--- config.mk ---
export PLATFORM = sky130hd
export DESIGN_NAME = pcr_merge
export DESIGN_NICKNAME = d
export VERILOG_FILES = /design/src/hdl/pcr_pkg.sv /design/src/hdl/pcr_merge.sv
export SDC_FILE = /design/constraint.sdc
export NUM_CORES = 1
export LEC_CHECK = 0
export BUFFER_PORTS_ARGS = -buffer_cell sky130_fd_sc_hd__buf_2
export CAP_MARGIN = 20
export CORE_UTILIZATION = 50
export CTS_BUF_LIST = sky130_fd_sc_hd__clkbuf_16
export CTS_CLUSTER_DIAMETER = 120
export CTS_CLUSTER_SIZE = 10
export DETAILED_ROUTE_END_ITERATION = 6
export GPL_TIMING_DRIVEN = 0
export PLACE_DENSITY = 0.8
export SLEW_MARGIN = 20
export SYNTH_ARGS = -nofsm -noshare
export SYNTH_HDL_FRONTEND = slang
export SYNTH_SLANG_ARGS = --single-unit
--- constraint.sdc ---
create_clock -name clock -period 1.7 [get_ports clock]
set_clock_uncertainty 0.1 [all_clocks]
set_input_delay 0.17 -clock clock [delete_from_list [all_inputs] [get_ports clock]]
set_output_delay 0.17 -clock clock [all_outputs]
set_load 0.02 [all_outputs]
--- src/hdl/pcr_pkg.sv ---
// ----------------------------------------------------------------------------
// pcr_pkg
// Shared types, register indexes and per-sample-type constants for the
// pixel contrast to RGBA8 converter.
// ----------------------------------------------------------------------------
package pcr_pkg;

   localparam int unsigned LANES      = 4;
   localparam int unsigned SAMPLE_W   = 32;
   localparam int unsigned COEF_W     = 16;
   localparam int unsigned BYTE_W     = 8;
   localparam int unsigned PROD_W     = 48;   // 32 x 16 signed product
   localparam int unsigned OFS_W      = 24;   // offset * 255
   localparam int unsigned SUM_W      = 49;   // product + offset term
   localparam int unsigned SCALE_W    = 51;   // 255 * in-range sum
   localparam int unsigned QUOT_W     = 39;   // scaled sum >> 12
   localparam int unsigned MAX_W      = 31;   // widest type maximum
   localparam int unsigned FRAC_BITS  = 12;   // Q4.12

   typedef enum logic [1:0] {
      TYPE_U8  = 2'd0,
      TYPE_U16 = 2'd1,
      TYPE_S16 = 2'd2,
      TYPE_S32 = 2'd3
   } sample_type_type;

   typedef enum logic [2:0] {
      CSR_SAMPLE_TYPE     = 3'd0,
      CSR_CHANNEL_COUNT   = 3'd1,
      CSR_CHANNEL_GAINS   = 3'd2,
      CSR_CHANNEL_OFFSETS = 3'd3,
      CSR_LAYOUT_MAP      = 3'd4
   } csr_index_type;

   // Stage load enables handed from the pipeline control to each lane.
   typedef struct packed {
      logic s1;
      logic s2;
      logic s3;
      logic s4;
   } adv_type;

   // Largest sample value of each type; every one is 2^k - 1.
   function automatic logic [MAX_W-1:0] type_max(sample_type_type st);
      logic [MAX_W-1:0] m;
      unique case (st)
         TYPE_U8:  m = MAX_W'(32'h0000_00FF);
         TYPE_U16: m = MAX_W'(32'h0000_FFFF);
         TYPE_S16: m = MAX_W'(32'h0000_7FFF);
         TYPE_S32: m = MAX_W'(32'h7FFF_FFFF);
         default:  m = '0;
      endcase
      return m;
   endfunction

   // Sum at and above which the output saturates: max * 4096.
   function automatic logic [SUM_W-1:0] type_limit(sample_type_type st);
      return SUM_W'(type_max(st)) << FRAC_BITS;
   endfunction

endpackage

--- src/hdl/pcr_merge.sv ---
// ----------------------------------------------------------------------------
// pcr_merge
// Combines the lane levels: masks inactive channels (alpha to 255), copies a
// single gray channel, places bytes by the layout map. Output register.
// ----------------------------------------------------------------------------
module pcr_merge (
   input  logic                                            clock,
   input  logic                                            load,
   input  logic [pcr_pkg::LANES-1:0][pcr_pkg::BYTE_W-1:0]  lane_level,
   input  logic [2:0]                                      channel_count,
   input  logic [7:0]                                      layout_map,
   input  logic                                            frame_end,
   output logic [pcr_pkg::LANES-1:0][pcr_pkg::BYTE_W-1:0]  out_bytes,
   output logic                                            frame_end_out
);

   logic [2:0]                                     active;
   logic [pcr_pkg::LANES-1:0][pcr_pkg::BYTE_W-1:0] px;
   logic [pcr_pkg::LANES-1:0][pcr_pkg::BYTE_W-1:0] bytes_in, bytes_ff;
   logic                                           frame_end_ff;

   always_comb begin
      active = (channel_count > 3'd4) ? 3'd4 : channel_count;
      for (int c = 0; c < pcr_pkg::LANES; c++) begin
         if (3'(c) < active) begin
            px[c] = lane_level[c];
         end else if (c == pcr_pkg::LANES - 1) begin
            px[c] = '1;
         end else begin
            px[c] = '0;
         end
      end
      // Gray input: replicate into G and B.
      if (active == 3'd1) begin
         px[1] = px[0];
         px[2] = px[0];
      end
      // Later channels win on a collision.
      bytes_in = '0;
      for (int c = 0; c < pcr_pkg::LANES; c++) begin
         bytes_in[layout_map[2*c +: 2]] = px[c];
      end
   end

   always_ff @(posedge clock) begin
      if (load) begin
         bytes_ff     <= bytes_in;
         frame_end_ff <= frame_end;
      end
   end

   assign out_bytes     = bytes_ff;
   assign frame_end_out = frame_end_ff;

endmodule

# Yosys cells after proc, flatten, opt, wreduce, memory -nomap -nowiden
# Cells that the tools add are included.
# classes
magnitude_cmp,13
muxes,17
eq_ne,1
bitwise,1
reduce_logical,4
# ops
op,n
$bwmux W32,3
$demux W8 S2,4
$mux W8,8
$and A32 B32 Y32,1
$mux W16,1
$lt A2 B3 Y1 const B,4
$ge A2 B1 Y1 const B,4
$lt A1 B3 Y1 const A,2
$lt A2 B3 Y1 const A,2
$logic_and A1 B1 Y1,4
$eq A3 B1 Y1 const B,1
$gt A3 B3 Y1 const B,1
$mux W3,1
# totals
out_inout_bits,33
regBits,33
input_bits,46
word_cells,41

# Longest topological paths before layout
# Gate-level depths: netlist of the first run.
# logic_depth
depth_word,8
mapped_depth,6
mapped_depth_nobuf,4

# Least setup slack after synthesis of the first run
# Ideal clock, no wire load.
# synth_timing
kind,input -> register
from,input port channel_count[1]
to,register bytes_ff (netlist bit out_bytes[28]) (data pin)
setup_time_ns,0.280
stages,5
required_ns,1.320
t_arrival_ns,1.148
setup_slack_ns,0.172
path_buffers,1
cell_sequence,buf_2 nor3_4 nor3_2 a221oi_1 a221oi_2
# synth_rtl
element,line_no,rtl
"start, declared",pcr_merge.sv:10,"input logic [2:0] channel_count,"
"end signal, assigned",pcr_merge.sv:47,bytes_ff <= bytes_in;
"end, declared",pcr_merge.sv:19,"logic [pcr_pkg::LANES-1:0][pcr_pkg::BYTE_W-1:0] bytes_in, bytes_ff;"

==> results of run 1 <==
[state kept, by name (all words and copies together), names as in the netlist]
name           cells
frame_end_out      1
out_bytes         32
[power groups by stage]
| stage | Combinational [uW] | Sequential [uW] | Clock (uW) |
|---|---|---|---|
| after detailed placement | 696 | 1050 | 0 |
| after floorplan | 319 | 1170 | 0 |
| after global placement | 680 | 1040 | 0 |
| final | 725 | 1030 | 1170 |
| after CTS | 703 | 1030 | 1170 |
| after global routing | 765 | 1040 | 1210 |
[cells by family (layout without fill, tap and decap cells)]
group | after synthesis | in the layout | share of synthesized area (%)
compound gates | 96 | 96 | 38.21
simple gates | 53 | 53 | 14.36
flops | 33 | 33 | 43.73
buf+inv | 15 | 101 | 3.700
[worst max-delay path: cells and delay by family]
kind / cells / cell delay (ns)
AND/OR/NAND/NOR: 2 / 0.79
AO/OA/AOI/OAI: 1 / 0.24
buffers and inverters: 2 / 0.34
[stage by stage]
step / utilization (%) / instance area, um^2 / hold WS, ns / instances / TNS [ns]
detailed placement: 62.39 / 2716 / 0.2493 / 326 / -7.363
floorplan: - / 2266 / 0.1689 / 197 / 0
global route: 67.84 / 2954 / 0.3113 / 335 / 0
global placement: 62.39 / 2716 / 0.2462 / 326 / -6.236
finish: 67.84 / 2954 / 0.2796 / 335 / 0
CTS: 67.16 / 2924 / 0.2969 / 335 / 0
[Yosys cell counts, types with 2 or more instances]
master,count,area [um^2]
a21oi_1,6,30.03
a221oi_1,56,490.5
a221oi_2,8,120.1
and2_1,3,18.77
buf_1,3,11.26
buf_2,8,40.04
buf_6,2,22.52
clkbuf_2,2,10.01
edfxtp_1,33,991.0
nand2_1,14,52.55
nand2b_1,4,25.02
nor2_1,5,18.77
nor2b_1,20,125.1
nor3_2,2,20.02
nor3b_4,2,37.54
o21ai_0,8,40.04
o21ai_1,6,30.03
o21ai_2,2,17.52
o2bb2ai_2,7,105.1
[repair_timing]
item                                   4_1_cts  5_1_grt
buffers inserted                             0        1
endpoints found under the hold margin        1        0
hold buffers                                 1        0
resized for setup                            2        4
setup endpoints to repair                    7       14
pin swaps                                    0        2
cloned                                       0        0
[area by class of cell]
class,count,area (um^2)
Timing Repair Buffer,79,415.4
Tap cell,52,65.06
Buffer,14,80.08
Fill cell,337,1400
Sequential cell,33,991.0
Clock buffer,5,125.1
Clock inverter,3,65.06
Multi-Input combinational cell,149,1212
[layer usage]
metal  vias up  global-route usage (%)  part of all wire (%)
li1       1032                       -                     -
met1      1103                   40.51                    37
met2       182                   45.74                    48
met3        34                   6.105                    12
met4         0                   12.47                   3.3
met5         -                       0                     0
[worst paths after layout]
path,slack [ns],endpoint,from
worst max-delay path,0.02,out_bytes[16],layout_map[7]
worst min-delay path,0.28,out_bytes[27],lane_level[3]
==> results.toml, run 1 <==
[job]
drv_cap = 0

[route]
drt-initial-drc-count = 287
route.antenna.remaining_nets = 0
first_pass_iters = 6
vias_per_cell = 7.018
wire_per_inst_um = 20.94
drc = 0
route.final.wire_length_um = 7014
vias_after_detailed_routing = 2351

[synth]
synth.distinct_cells = 25
synth_seq_area_share_pct = 43.73
avgSynthCellArea_um2 = 11.50
ys_dominant_reg_cell = "edfxtp_1"
syn_area_um2 = 2266
proportion_of_register_bits_with_asynchronous_set_or_reset_after_synthesis_pct = 0
synth_fp_nets = 243
synth.yosys.warnings = 0
number_of_flops_mapped_to_enable_cells_by_yosys = 33
synth-seq-cells = 33
syn-instance-count = 197

[timing]
setup_ws_ns = 0.01610
worst_slew_margin_rel_pct = 44.96
final_hold_viol_count = 0
layout_worst_path_cycle_share_pct = 99.05
drv_slew = 0
min_period_ns = 1.684
rsz0062_at_grt = "no"
tightest_slew_ns = 0.8225
setup_violations = 0
timing.fmax_mhz = 593.9

[placement]
place_hpwl_um = 4654
placement.io_buffers = 77
final_weighted_congestion_in_routability_driven_placement = 0.8858
place_worst_setup_slack_ns = -0.4038

[layout]
drive_gt1_share_pct = 44.88
diodes = 0
most-common-layout-cells = "85 x buf_2, 56 x a221oi_1, 33 x edfxtp_1, 19 x nor2b_1, 14 x nand2_1"
final_nets = 328
commonest_non_fill_non_tap_cell_in_the_layout = "buf_2"
syn2layout_area_growth_pct = 30.37

[setup_path]
critical_path_peak_fanout = 10
timing.critical_path.cells = "buf_2, nor2b_1, buf_2, nor2_1, a221oi_1"
crit_path_end_kind = "flip-flop"
worst_ep_arrival_time_ns = 1.55
worst_setup_path_start_kind = "primary input"
crit_path_frequent_cell = "buf_2"
slowest_delay_ns = 0.67
critical-path-slowest-cell = "nor2_1"
setup_cp_type = "primary input to flip-flop"
cp_data_required_time_ns = 1.57

[clock_tree]
clock-root-buffer = "clkbuf_16"
ctsHtreeMaxLevel = 2
cts_inserted_buffers = 5
cts_tree = "done"
clk_transition_reported_paths_ns = 0.06
numClockSinks = 33
max-clock-path-buffers = 2

[power]
power_frac_clock_pct = 40.0
switching_share_pct = 27.97
pnr_total_power_uw = 2927
worst_ir_drop_on_vdd_uv = 390.7
seq_power_share_pct = 35.2
switching_power_uw = 818.5
power.density_cell_area_nw_per_um2 = 990.7
leakagePower_uw = 0.001117
power.combinational.fraction_pct = 24.8
internal_power_uw = 2108

[floorplanning]
die_y_um = 69.32
floorplan_row_count = 24
core_um2 = 4354
chipWidth_um = 69.32
area_of_the_die_um2 = 4805
io-pin-count = 79
initial_core_util_pct = 52.04

[hold_path]
worst_hold_path_type = "primary input to flip-flop"
whs_path_depth = 3

[global_routing]
all_layer_global_routing_usage_pct = 29.63
gr-total-overflow = 0
grt_max_degree = 34
grt_first_pass_wirelength_um = 10990
initial_antenna_violation_count = 0
first_global_vias = 2128

[outcome]
outcome = "finished clean"
Power figures use the tool's default switching activity.
==> run 2, diff against run 1 <==
REMOVE_ABC_BUFFERS = 1   (was not set)
==> results.toml, run 2 (same netlist as run 1, synthesis figures left out) <==
[outcome]
outcome = "finished clean"

[clock_tree]
cts.repair_timing.setup_buffer_count = 0
max-clock-path-buffers = 2
numClockSinks = 33
clk_transition_reported_paths_ns = 0.05
ctsHtreeMaxLevel = 2
cts_inserted_buffers = 5
cts_tree = "done"
clock-root-buffer = "clkbuf_16"

[setup_path]
setup_cp_type = "primary input to flip-flop"
cp_data_required_time_ns = 1.58
critical-path-slowest-cell = "nor3_4"
critical_path_peak_fanout = 26
crit_path_end_kind = "flip-flop"
worst_ep_arrival_time_ns = 1.55
slowest_delay_ns = 0.49
worst_setup_path_start_kind = "primary input"
timing.critical_path.cells = "buf_4, nor3_4, nor2b_1, a221oi_1, a221oi_2"

[hold_path]
worst_hold_path_type = "primary input to flip-flop"

[floorplanning]
initial_core_util_pct = 52.04
die_y_um = 69.32
floorplan_row_count = 24
core_um2 = 4354
io-pin-count = 79
area_of_the_die_um2 = 4805
chipWidth_um = 69.32

[timing]
tightest_slew_ns = 0.8096
setup_ws_ns = 0.03438
timing.fmax_mhz = 600.4
drv_slew = 0
rsz0062_at_grt = "no"
min_period_ns = 1.666
final_hold_viol_count = 0
final.setup.tns_ns = 0
layout_worst_path_cycle_share_pct = 97.98
worst_slew_margin_rel_pct = 45.83
setup_violations = 0

[route]
first_pass_iters = 5
wire_per_inst_um = 21.22
vias_per_cell = 7.165
vias_after_detailed_routing = 2300
route.antenna.remaining_nets = 0
drt-initial-drc-count = 385
drc = 0
route.final.wire_length_um = 6811

[global_routing]
grt_max_degree = 34
first_global_vias = 2022
all_layer_global_routing_usage_pct = 27.81
initial_antenna_violation_count = 0
gr-total-overflow = 0
grt_first_pass_wirelength_um = 10420

[layout]
drive_gt1_share_pct = 43.12
commonest_non_fill_non_tap_cell_in_the_layout = "buf_2"
diodes = 0
final_core_utilization_pct = 64.94
largest_register_ff_count = 32
final_cells = 321
syn2layout_area_growth_pct = 24.79
most-common-layout-cells = "77 x buf_2, 56 x a221oi_1, 33 x edfxtp_1, 16 x nor2b_1, 14 x nand2_1"
final_nets = 314

[placement]
final_weighted_congestion_in_routability_driven_placement = 0.8569
place_inst = 312
place_worst_setup_slack_ns = -0.7109
place_hpwl_um = 4451
placement.io_buffers = 78

[power]
leakagePower_uw = 0.001052
pnr_total_power_uw = 2556
worst_ir_drop_on_vdd_uv = 493.5
power.density_cell_area_nw_per_um2 = 904.1

[job]
drv_cap = 0
run 2: cell count changes in the layout (fill, tap and decap cells not counted), moves of 2 or more:
| cell | previous run | this run |
|---|---|---|
| nor2b_1 | 19 | 16 |
| buf_1 | 2 | 0 |
| nor2b_4 | 0 | 2 |
| buf_6 | 2 | 0 |
| bufinv_16 | 2 | 0 |
| clkbuf_2 | 2 | 0 |
| buf_2 | 85 | 77 |
| inv_1 | 0 | 3 |
run 2: timing repair:
action / CTS / global route
hold buffers: 1 / 0
gates cloned: 0 / 0
gates resized for setup: 8 / 6
hold endpoints to repair: 1 / 0
endpoints found under the setup margin: 32 / 19
run 2: metrics by stage:
step	cell area, um^2	hold slack [ns]
after floorplan	2182	0.1689
after global placement	2638	0.2459
after detailed placement	2638	0.2541
after CTS	2808	0.2906
after global routing	2828	0.3082
final	2828	0.2958
run 2: metal layers:
| metal | vias to the layer above | global-route usage (%) | part of all wire (%) |
|---|---|---|---|
| met5 | - | 0 | 0 |
| met4 | 0 | 11.34 | 2.7 |
| met3 | 26 | 8.140 | 13 |
| met2 | 202 | 40.02 | 46 |
| met1 | 1070 | 39.18 | 39 |
| li1 | 1002 | - | - |
run 2: report_power, final:
part	internal (uW)	switching [uW]
Sequential	1010	17.6
Combinational	247	462
Clock	524	292
Total	1780	772
run 2: cell type report:
type	count	area, um^2
Fill cell	363	1526
Multi-Input combinational cell	149	1232
Sequential cell	33	991.0
Timing Repair Buffer	79	402.9
Clock buffer	5	125.1
Tap cell	52	65.06
Clock inverter	3	11.26
run 2: worst paths after layout:
kind,from,end,depth (start not counted)
worst min-delay path,lane_level[3],out_bytes[27],3
worst max-delay path,channel_count[2],out_bytes[3],5
run 2: worst max-delay path, delay by kind of cell:
family          cells  cell delay (ns)
simple gates        2             0.67
buf+inv             1             0.20
compound gates      2             0.49
