--- src/hdl/pcr_pkg.sv ---
// ----------------------------------------------------------------------------
// pcr_pkg
// Shared types, register indexes and per-sample-type constants for the
// pixel contrast to RGBA8 converter.
// ----------------------------------------------------------------------------
package pcr_pkg;

   localparam int unsigned LANES      = 4;
   localparam int unsigned SAMPLE_W   = 32;
   localparam int unsigned COEF_W     = 16;
   localparam int unsigned BYTE_W     = 8;
   localparam int unsigned PROD_W     = 48;   // 32 x 16 signed product
   localparam int unsigned OFS_W      = 24;   // offset * 255
   localparam int unsigned SUM_W      = 49;   // product + offset term
   localparam int unsigned SCALE_W    = 51;   // 255 * in-range sum
   localparam int unsigned QUOT_W     = 39;   // scaled sum >> 12
   localparam int unsigned MAX_W      = 31;   // widest type maximum
   localparam int unsigned FRAC_BITS  = 12;   // Q4.12

   typedef enum logic [1:0] {
      TYPE_U8  = 2'd0,
      TYPE_U16 = 2'd1,
      TYPE_S16 = 2'd2,
      TYPE_S32 = 2'd3
   } sample_type_type;

   typedef enum logic [2:0] {
      CSR_SAMPLE_TYPE     = 3'd0,
      CSR_CHANNEL_COUNT   = 3'd1,
      CSR_CHANNEL_GAINS   = 3'd2,
      CSR_CHANNEL_OFFSETS = 3'd3,
      CSR_LAYOUT_MAP      = 3'd4
   } csr_index_type;

   // Stage load enables handed from the pipeline control to each lane.
   typedef struct packed {
      logic s1;
      logic s2;
      logic s3;
      logic s4;
   } adv_type;

   // Largest sample value of each type; every one is 2^k - 1.
   function automatic logic [MAX_W-1:0] type_max(sample_type_type st);
      logic [MAX_W-1:0] m;
      unique case (st)
         TYPE_U8:  m = MAX_W'(32'h0000_00FF);
         TYPE_U16: m = MAX_W'(32'h0000_FFFF);
         TYPE_S16: m = MAX_W'(32'h0000_7FFF);
         TYPE_S32: m = MAX_W'(32'h7FFF_FFFF);
         default:  m = '0;
      endcase
      return m;
   endfunction

   // Sum at and above which the output saturates: max * 4096.
   function automatic logic [SUM_W-1:0] type_limit(sample_type_type st);
      return SUM_W'(type_max(st)) << FRAC_BITS;
   endfunction

endpackage

--- src/hdl/pcr_lane.sv ---
// ----------------------------------------------------------------------------
// pcr_lane
// One channel of the normalizer: decode, gain multiply, offset add, scale by
// 255 / type maximum with truncation, clamp to 0..255. Four register stages.
// ----------------------------------------------------------------------------
module pcr_lane (
   input  logic                                    clock,
   input  pcr_pkg::adv_type                        adv,
   input  pcr_pkg::sample_type_type                sample_type,
   input  logic [pcr_pkg::SAMPLE_W-1:0]            sample,
   input  logic signed [pcr_pkg::COEF_W-1:0]       gain,
   input  logic signed [pcr_pkg::COEF_W-1:0]       offset,
   output logic [pcr_pkg::BYTE_W-1:0]              level
);

   logic signed [pcr_pkg::SAMPLE_W-1:0] decoded;
   logic signed [pcr_pkg::PROD_W-1:0]   prod_in, prod_ff;
   logic signed [pcr_pkg::OFS_W-1:0]    ofs_ext;
   logic signed [pcr_pkg::OFS_W-1:0]    ofs_in, ofs_ff;
   logic signed [pcr_pkg::SUM_W-1:0]    sum_in, sum_ff;
   logic [pcr_pkg::SCALE_W-1:0]         sum_lo, scaled;
   logic [pcr_pkg::QUOT_W-1:0]          quot_in, quot_ff;
   logic                                nonpos_in, nonpos_ff;
   logic                                sat_in, sat_ff;
   logic [pcr_pkg::BYTE_W-1:0]          q0;
   logic [pcr_pkg::MAX_W-1:0]           low;
   logic [pcr_pkg::MAX_W:0]             rem;
   logic [pcr_pkg::BYTE_W-1:0]          level_in, level_ff;

   // Stage 1: decode the sample and multiply by the gain.
   always_comb begin
      unique case (sample_type)
         pcr_pkg::TYPE_U8:  decoded = $signed(pcr_pkg::SAMPLE_W'(sample[7:0]));
         pcr_pkg::TYPE_U16: decoded = $signed(pcr_pkg::SAMPLE_W'(sample[15:0]));
         pcr_pkg::TYPE_S16: decoded = pcr_pkg::SAMPLE_W'($signed(sample[15:0]));
         pcr_pkg::TYPE_S32: decoded = $signed(sample);
         default:           decoded = '0;
      endcase
   end

   assign prod_in = decoded * gain;
   assign ofs_ext = pcr_pkg::OFS_W'(offset);
   assign ofs_in  = (ofs_ext <<< 8) - ofs_ext;

   // Stage 2: add the offset term.
   assign sum_in = pcr_pkg::SUM_W'(prod_ff) + pcr_pkg::SUM_W'(ofs_ff);

   // Stage 3: classify the sum and scale by 255, drop the Q4.12 fraction.
   assign nonpos_in = sum_ff[pcr_pkg::SUM_W-1] || (sum_ff == '0);
   assign sat_in    = sum_ff >= $signed(pcr_pkg::type_limit(sample_type));
   assign sum_lo    = pcr_pkg::SCALE_W'(sum_ff[42:0]);
   assign scaled    = (sum_lo << 8) - sum_lo;
   assign quot_in   = scaled[pcr_pkg::SCALE_W-1:pcr_pkg::FRAC_BITS];

   // Stage 4: divide by 2^k - 1 as shift plus one correction step.
   always_comb begin
      unique case (sample_type)
         pcr_pkg::TYPE_U8: begin
            q0  = quot_ff[15:8];
            low = pcr_pkg::MAX_W'(quot_ff[7:0]);
         end
         pcr_pkg::TYPE_U16: begin
            q0  = quot_ff[23:16];
            low = pcr_pkg::MAX_W'(quot_ff[15:0]);
         end
         pcr_pkg::TYPE_S16: begin
            q0  = quot_ff[22:15];
            low = pcr_pkg::MAX_W'(quot_ff[14:0]);
         end
         pcr_pkg::TYPE_S32: begin
            q0  = quot_ff[38:31];
            low = quot_ff[30:0];
         end
         default: begin
            q0  = '0;
            low = '0;
         end
      endcase
      rem = (pcr_pkg::MAX_W+1)'(low) + (pcr_pkg::MAX_W+1)'(q0);
      priority if (nonpos_ff) begin
         level_in = '0;
      end else if (sat_ff) begin
         level_in = '1;
      end else begin
         level_in = q0 + pcr_pkg::BYTE_W'(
            rem >= (pcr_pkg::MAX_W+1)'(pcr_pkg::type_max(sample_type)));
      end
   end

   always_ff @(posedge clock) begin
      if (adv.s1) begin
         prod_ff <= prod_in;
         ofs_ff  <= ofs_in;
      end
      if (adv.s2) begin
         sum_ff <= sum_in;
      end
      if (adv.s3) begin
         nonpos_ff <= nonpos_in;
         sat_ff    <= sat_in;
         quot_ff   <= quot_in;
      end
      if (adv.s4) begin
         level_ff <= level_in;
      end
   end

   assign level = level_ff;

endmodule

--- config.mk ---
export PLATFORM = sky130hd
export DESIGN_NAME = pcr_lane
export DESIGN_NICKNAME = d
export VERILOG_FILES = /design/src/hdl/pcr_pkg.sv /design/src/hdl/pcr_lane.sv
export SDC_FILE = /design/constraint.sdc
export NUM_CORES = 2
export LEC_CHECK = 0
export BUFFER_PORTS_ARGS = -buffer_cell sky130_fd_sc_hd__buf_2
export CORE_MARGIN = 4
export CORE_UTILIZATION = 55
export CTS_CLUSTER_DIAMETER = 100
export CTS_CLUSTER_SIZE = 16
export DETAILED_ROUTE_END_ITERATION = 16
export PLACE_DENSITY_LB_ADDON = 0.05
export SYNTH_ARGS = -nofsm -noshare
export SYNTH_HDL_FRONTEND = slang
export SYNTH_SLANG_ARGS = --single-unit
--- constraint.sdc ---
create_clock -name clock -period 18.25 [get_ports clock]
set_input_delay 1.825 -clock clock [delete_from_list [all_inputs] [get_ports clock]]
set_output_delay 1.825 -clock clock [all_outputs]
set_load 0.005 [all_outputs]
After elaboration in Yosys (flattened, before gate mapping)
Index checks and enable logic that the tools add are counted.

operators by class
  $lt $le $gt $ge = 2
  mux-type cells = 7
  equality and inequality tests = 3
  reduce and logical (&&, ||, !) cells = 3
  add/subtract/negate cells = 5
  multipliers = 1

operator list
  operator                                        number
  case mux 31 bit (4 select lines)                2
  case mux 32 bit (4 select lines)                1
  two-way mux 31 bit                              2
  subtractor 51 x 43 -> 51 bit                    1
  adder 48 x 24 -> 49 bit                         1
  greater-or-equal comparator 49 x 44 -> 1 bit    1
  zero test 49 bit                                1
  multiplier 32 x 16 -> 48 bit                    1
  adder 31 x 8 -> 32 bit                          1
  greater-or-equal comparator 32 x 31 -> 1 bit    1
  case mux 8 bit (4 select lines)                 1
  subtractor 24 x 16 -> 24 bit                    1
  adder 8 x 1 -> 8 bit                            1
  two-way mux 8 bit                               1
  == test 2 bit (second input constant)           2
  == test 2 x 1 -> 1 bit (second input constant)  1
  zero test 2 bit                                 1
  logical OR 1 bit                                1

word-level totals
  bits in registers = 170
  output and inout bits = 8
  logic and storage cells = 28

Longest topological paths before layout
  word-level depth = 7
  gate-level depth with buffers = 30

Least setup slack after synthesis
OpenSTA, ideal clock, no wires.

  path type = input-to-reg
  start point = input sample_type[1]
  end point = register prod_ff[38] (netlist bit), data pin
  path slack = 9,106 ps
  library setup time = 259 ps
  arrival = 8,885 ps
  stages on the path = 28
  data required time = 17,991 ps
  cell sequence = clkbuf_1 -> and3_1 -> clkbuf_1 -> clkbuf_1 -> a21o_1 -> clkbuf_1 -> nand2_1 -> fa_1 -> inv_1 -> fa_1 -> inv_1 -> fa_1 -> inv_1 -> fa_1 -> fa_1 -> inv_1 -> fa_1 -> inv_1 -> ha_1 -> a21oi_1 -> o21a_1 -> o21ai_0 -> a221o_1 -> or2_1 -> o41ai_1 -> o21bai_1 -> a21oi_1 -> xnor2_1

between the ends
  longest elaborated chain between the ends = 3

RTL lines
  item                                         RTL line        RTL
  start: declaration                           pcr_lane.sv:9   input pcr_pkg::sample_type_type sample_type,
  == test 2 bit, or another cell as far along  pcr_lane.sv:32  unique case (sample_type)
  case mux 32 bit (4 select lines) (*)         pcr_lane.sv:32
  multiplier 32 x 16 -> 48 bit (*)             pcr_lane.sv:41  assign prod_in = decoded * gain;
  via prod_in (one bit)                        pcr_lane.sv:17  logic signed [pcr_pkg::PROD_W-1:0] prod_in, prod_ff;
  end signal: assignment                       pcr_lane.sv:92  prod_ff <= prod_in;
  end: declaration                             pcr_lane.sv:17

The timed path passes the listed nets; every way through them passes the cells marked *. The select of a mux whose other input is x is not followed.
A chain may end at the register's enable or synchronous reset.

Worst setup path after layout
  start point = input sample_type[1]
  end point = register prod_ff[46] (netlist bit), data pin

The elaborated chain is that of the path after synthesis.

==> results.ini <==
[run_status]
outcome = finished, final reports clean

[finish]
multi_input_area_um2 = 23100
drive_gt1_share_pct = 5.01
fill_cells = 4989
postLayoutCellArea_um2 = 32600
syn2layout_area_growth_pct = 4.77
seqCellArea_um2 = 5100
utilization_pct = 58.7
nets = 4209

[timing]
timing.final.crit_share_pct = 52.8
slew_headroom_pct = 22.1
fin_worst_skew_ns = 0.0136
final_max_slew_viol_count = 0
period_minus_slack_ns = 9.64
fin_tns_setup_ns = 0
setup_ws_ns = 8.61
rsz0062_at_grt = no
setup_viol = 0
fmax_mhz = 104
worst_pin_slew_ns = 1.17
hold_viol = 0

[detailed_routing]
post-route-drc-count = 0
drtAntennaViolNets = 0
drt-pass1-iter-count = 5
drt_iter0_markers = 1349
viasPerCell = 5.66
drt-wirelength-per-cell_um = 19.3
drt_wl_total_um = 79800
vias = 23400

[critical_path]
rr_worst_depth = 28
timing.reg2reg.setup_slack_ns = 11.77
endpoint_kind = register
r2r-end = level[7]$_SDFFCE_PP0P_
path_max_fanout = 62
start_kind = primary input
worstPathRequired_ns = 18.45
critical_path_arrival_ns = 9.85
reg2reg_from = quot_ff[16]$_DFFE_PP_
crit_type = primary input to register

[clock_network]
cts_tree = done
cts_resized = 0
cts_setup_buffers = 0
path_clk_slew_ns = 0.07
htree_levels = 4
numCtsBuffers = 17
ctsHoldBuffers = 0
root_buffer = clkbuf_16
cts.sinks = 170
clk-insertion-delay-late_ns = 0.45
cts_max_path_buffers = 2

[yosys]
synth-async-reset-ratio_pct = 0
syn_inst = 3407
synth.top_cell.area_share_pct = 31.4
yosysSeqAreaShare_pct = 16.4
ys_warn_count = 0
yosysUniqueCellTypes = 84
synth_seq_cells = 170
avgSynthCellArea_um2 = 9.14
synthesis.nets = 4235
synth-main-ff-cell = edfxtp_1
synth_area_leaders = fa_1 (31%), edfxtp_1 (16%), ha_1 (11%)
netlist_area_um2 = 31100
synth_edf_count = 170
yosys.area.top_type = fa_1

[floorplan]
io_pins = 79
rows = 86
die_y_um = 246
start_util_pct = 56.1
core_area_um2 = 55500
dieArea_um2 = 60500
die_x_um = 246

[global_route]
grt_pass1_vias = 25000
grt_max_degree = 70
antenna_found_initial = 0
globalRoute.totalOverflow = 0
grtUsageTotal_pct = 27.2
grt_pass1_wl_um = 131000

[place]
post-place-ws_ns = 8.26
hpwl_um = 64200
port_buffers = 78
gp_congestion = 0.906
postPlaceCellArea_um2 = 32000

[min_path]
worstHoldEndpoint = sum_ff[0]$_DFFE_PP_
hold_depth = 1
holdCritPathClass = register to register
min-delay-start = ofs_ff[0]$_DFFE_PP_

[run]
maxCapViolations = 0

==> cell usage after synthesis (all sizes together) (16+ instances only) <==
cell    instances
inv           654
fa            488
nand2         405
ha            269
edfxtp        170
and2          152
nor2          150
a21oi         140
clkbuf        118
xnor2         108
a21o           98
o21ai          89
and3           71
nand3          56
xor2           53
nor3           36
nand4          35
nand2b         29
a211oi         22
nor2b          20
o21a           19
nor4           17
a31oi          16
o21bai         16
==> cell type report <==
type,instances,area share (%)
flip-flops and latches,170,15.7
diodes,1,0.00767
well taps,748,2.87
inverters,654,7.53
clock inverters,15,0.549
clock buffers,17,1.30
multi-input cells,2453,70.7
repair buffers,85,1.36
==> kinds of logic (layout without fill, tap and decap cells) <==
| logic type | Yosys count | in the layout | synth area share (%) |
|---|---|---|---|
| AOI/OAI and AO/OA | 504 | 504 | 10.8 |
| xor gates and xnor gates | 161 | 161 | 4.53 |
| adders and majority gates | 757 | 757 | 42.2 |
| buffers and inverters | 784 | 771 | 9.50 |
| DFF | 170 | 170 | 16.4 |
| muxes | 8 | 8 | 0.579 |
| other | 0 | 1 | 0 |
| and+or+nand+nor | 1023 | 1023 | 16.0 |
==> placed cells by master (no fill, tap or decap), types with 17 or more instances in the layout <==
| master | netlist | routed |
|---|---|---|
| nand3_1 | 55 | 55 |
| nand2_1 | 405 | 405 |
| buf_2 | 5 | 78 |
| edfxtp_1 | 170 | 170 |
| and2_1 | 150 | 150 |
| ha_1 | 269 | 269 |
| o21a_1 | 18 | 18 |
| xnor2_1 | 108 | 108 |
| clkbuf_16 | 0 | 17 |
| nand4_1 | 35 | 35 |
| and3_1 | 68 | 68 |
| nand2b_1 | 29 | 29 |
| fa_1 | 488 | 488 |
| a21o_1 | 98 | 98 |
| nor2_1 | 150 | 150 |
| a211oi_1 | 21 | 21 |
| inv_1 | 654 | 654 |
| a21oi_1 | 139 | 139 |
| xor2_1 | 53 | 53 |
| nor3_1 | 36 | 36 |
| o21ai_0 | 84 | 84 |
| nor2b_1 | 20 | 20 |
==> flip-flops by register name, summed over array words and instances (netlist names) <==
register	count
sum_ff	49
sat_ff	1
ofs_ff	24
prod_ff	48
level	8
quot_ff	39
nonpos_ff	1
==> metrics by stage <==
stage / hold WS (ns) / instances
2_1_floorplan: 0.513 / 3407
3_5_place_dp: 0.546 / 4110
6_report: 0.556 / 4143
3_3_place_gp: 0.524 / 4110
5_1_grt: 0.596 / 4142
4_1_cts: 0.563 / 4142
==> worst max-delay path by stage <==
stage	startpoint	endpoint	slack, ns
after floorplan	sample_type[1]	prod_ff[38]$_DFFE_PP_	9.11
after global placement	sample_type[1]	prod_ff[46]$_DFFE_PP_	8.38
after detailed placement	sample_type[1]	prod_ff[44]$_DFFE_PP_	8.26
after CTS	sample_type[1]	prod_ff[44]$_DFFE_PP_	8.76
after global routing	sample_type[1]	prod_ff[46]$_DFFE_PP_	8.17
final	sample_type[1]	prod_ff[46]$_DFFE_PP_	8.61
==> critical path, cell delays in order <==
cell and delay, ns:
buf_2 0.31, or2_2 0.17, buf_4 0.51, and2_1 0.63, nand2_1 0.15, fa_1 0.51, inv_1 0.05, fa_1 0.51
inv_1 0.06, fa_1 0.47, inv_1 0.07, fa_1 0.51, fa_1 0.54, inv_1 0.05, fa_1 0.53, inv_1 0.04
ha_1 0.37, a21oi_1 0.14, o21ai_0 0.12, a211oi_1 0.52, nor4b_1 0.23, nor4b_1 0.69, o21ai_0 0.25, o31ai_1 0.25
nand3_1 0.12, xor2_1 0.16
==> routing by layer <==
layer / part of all wire, % / global-route usage (%) / wire length [µm]
met5: 0 / 0 / 0
met4: 2.6 / 7.68 / 2070
met3: 6.3 / 4.08 / 5010
met2: 49 / 46.8 / 38900
met1: 42 / 36.1 / 33800
Power is left out: the tool's default activity adds up to more than one toggle a clock period on the data nets, which glitch-free logic cannot reach.
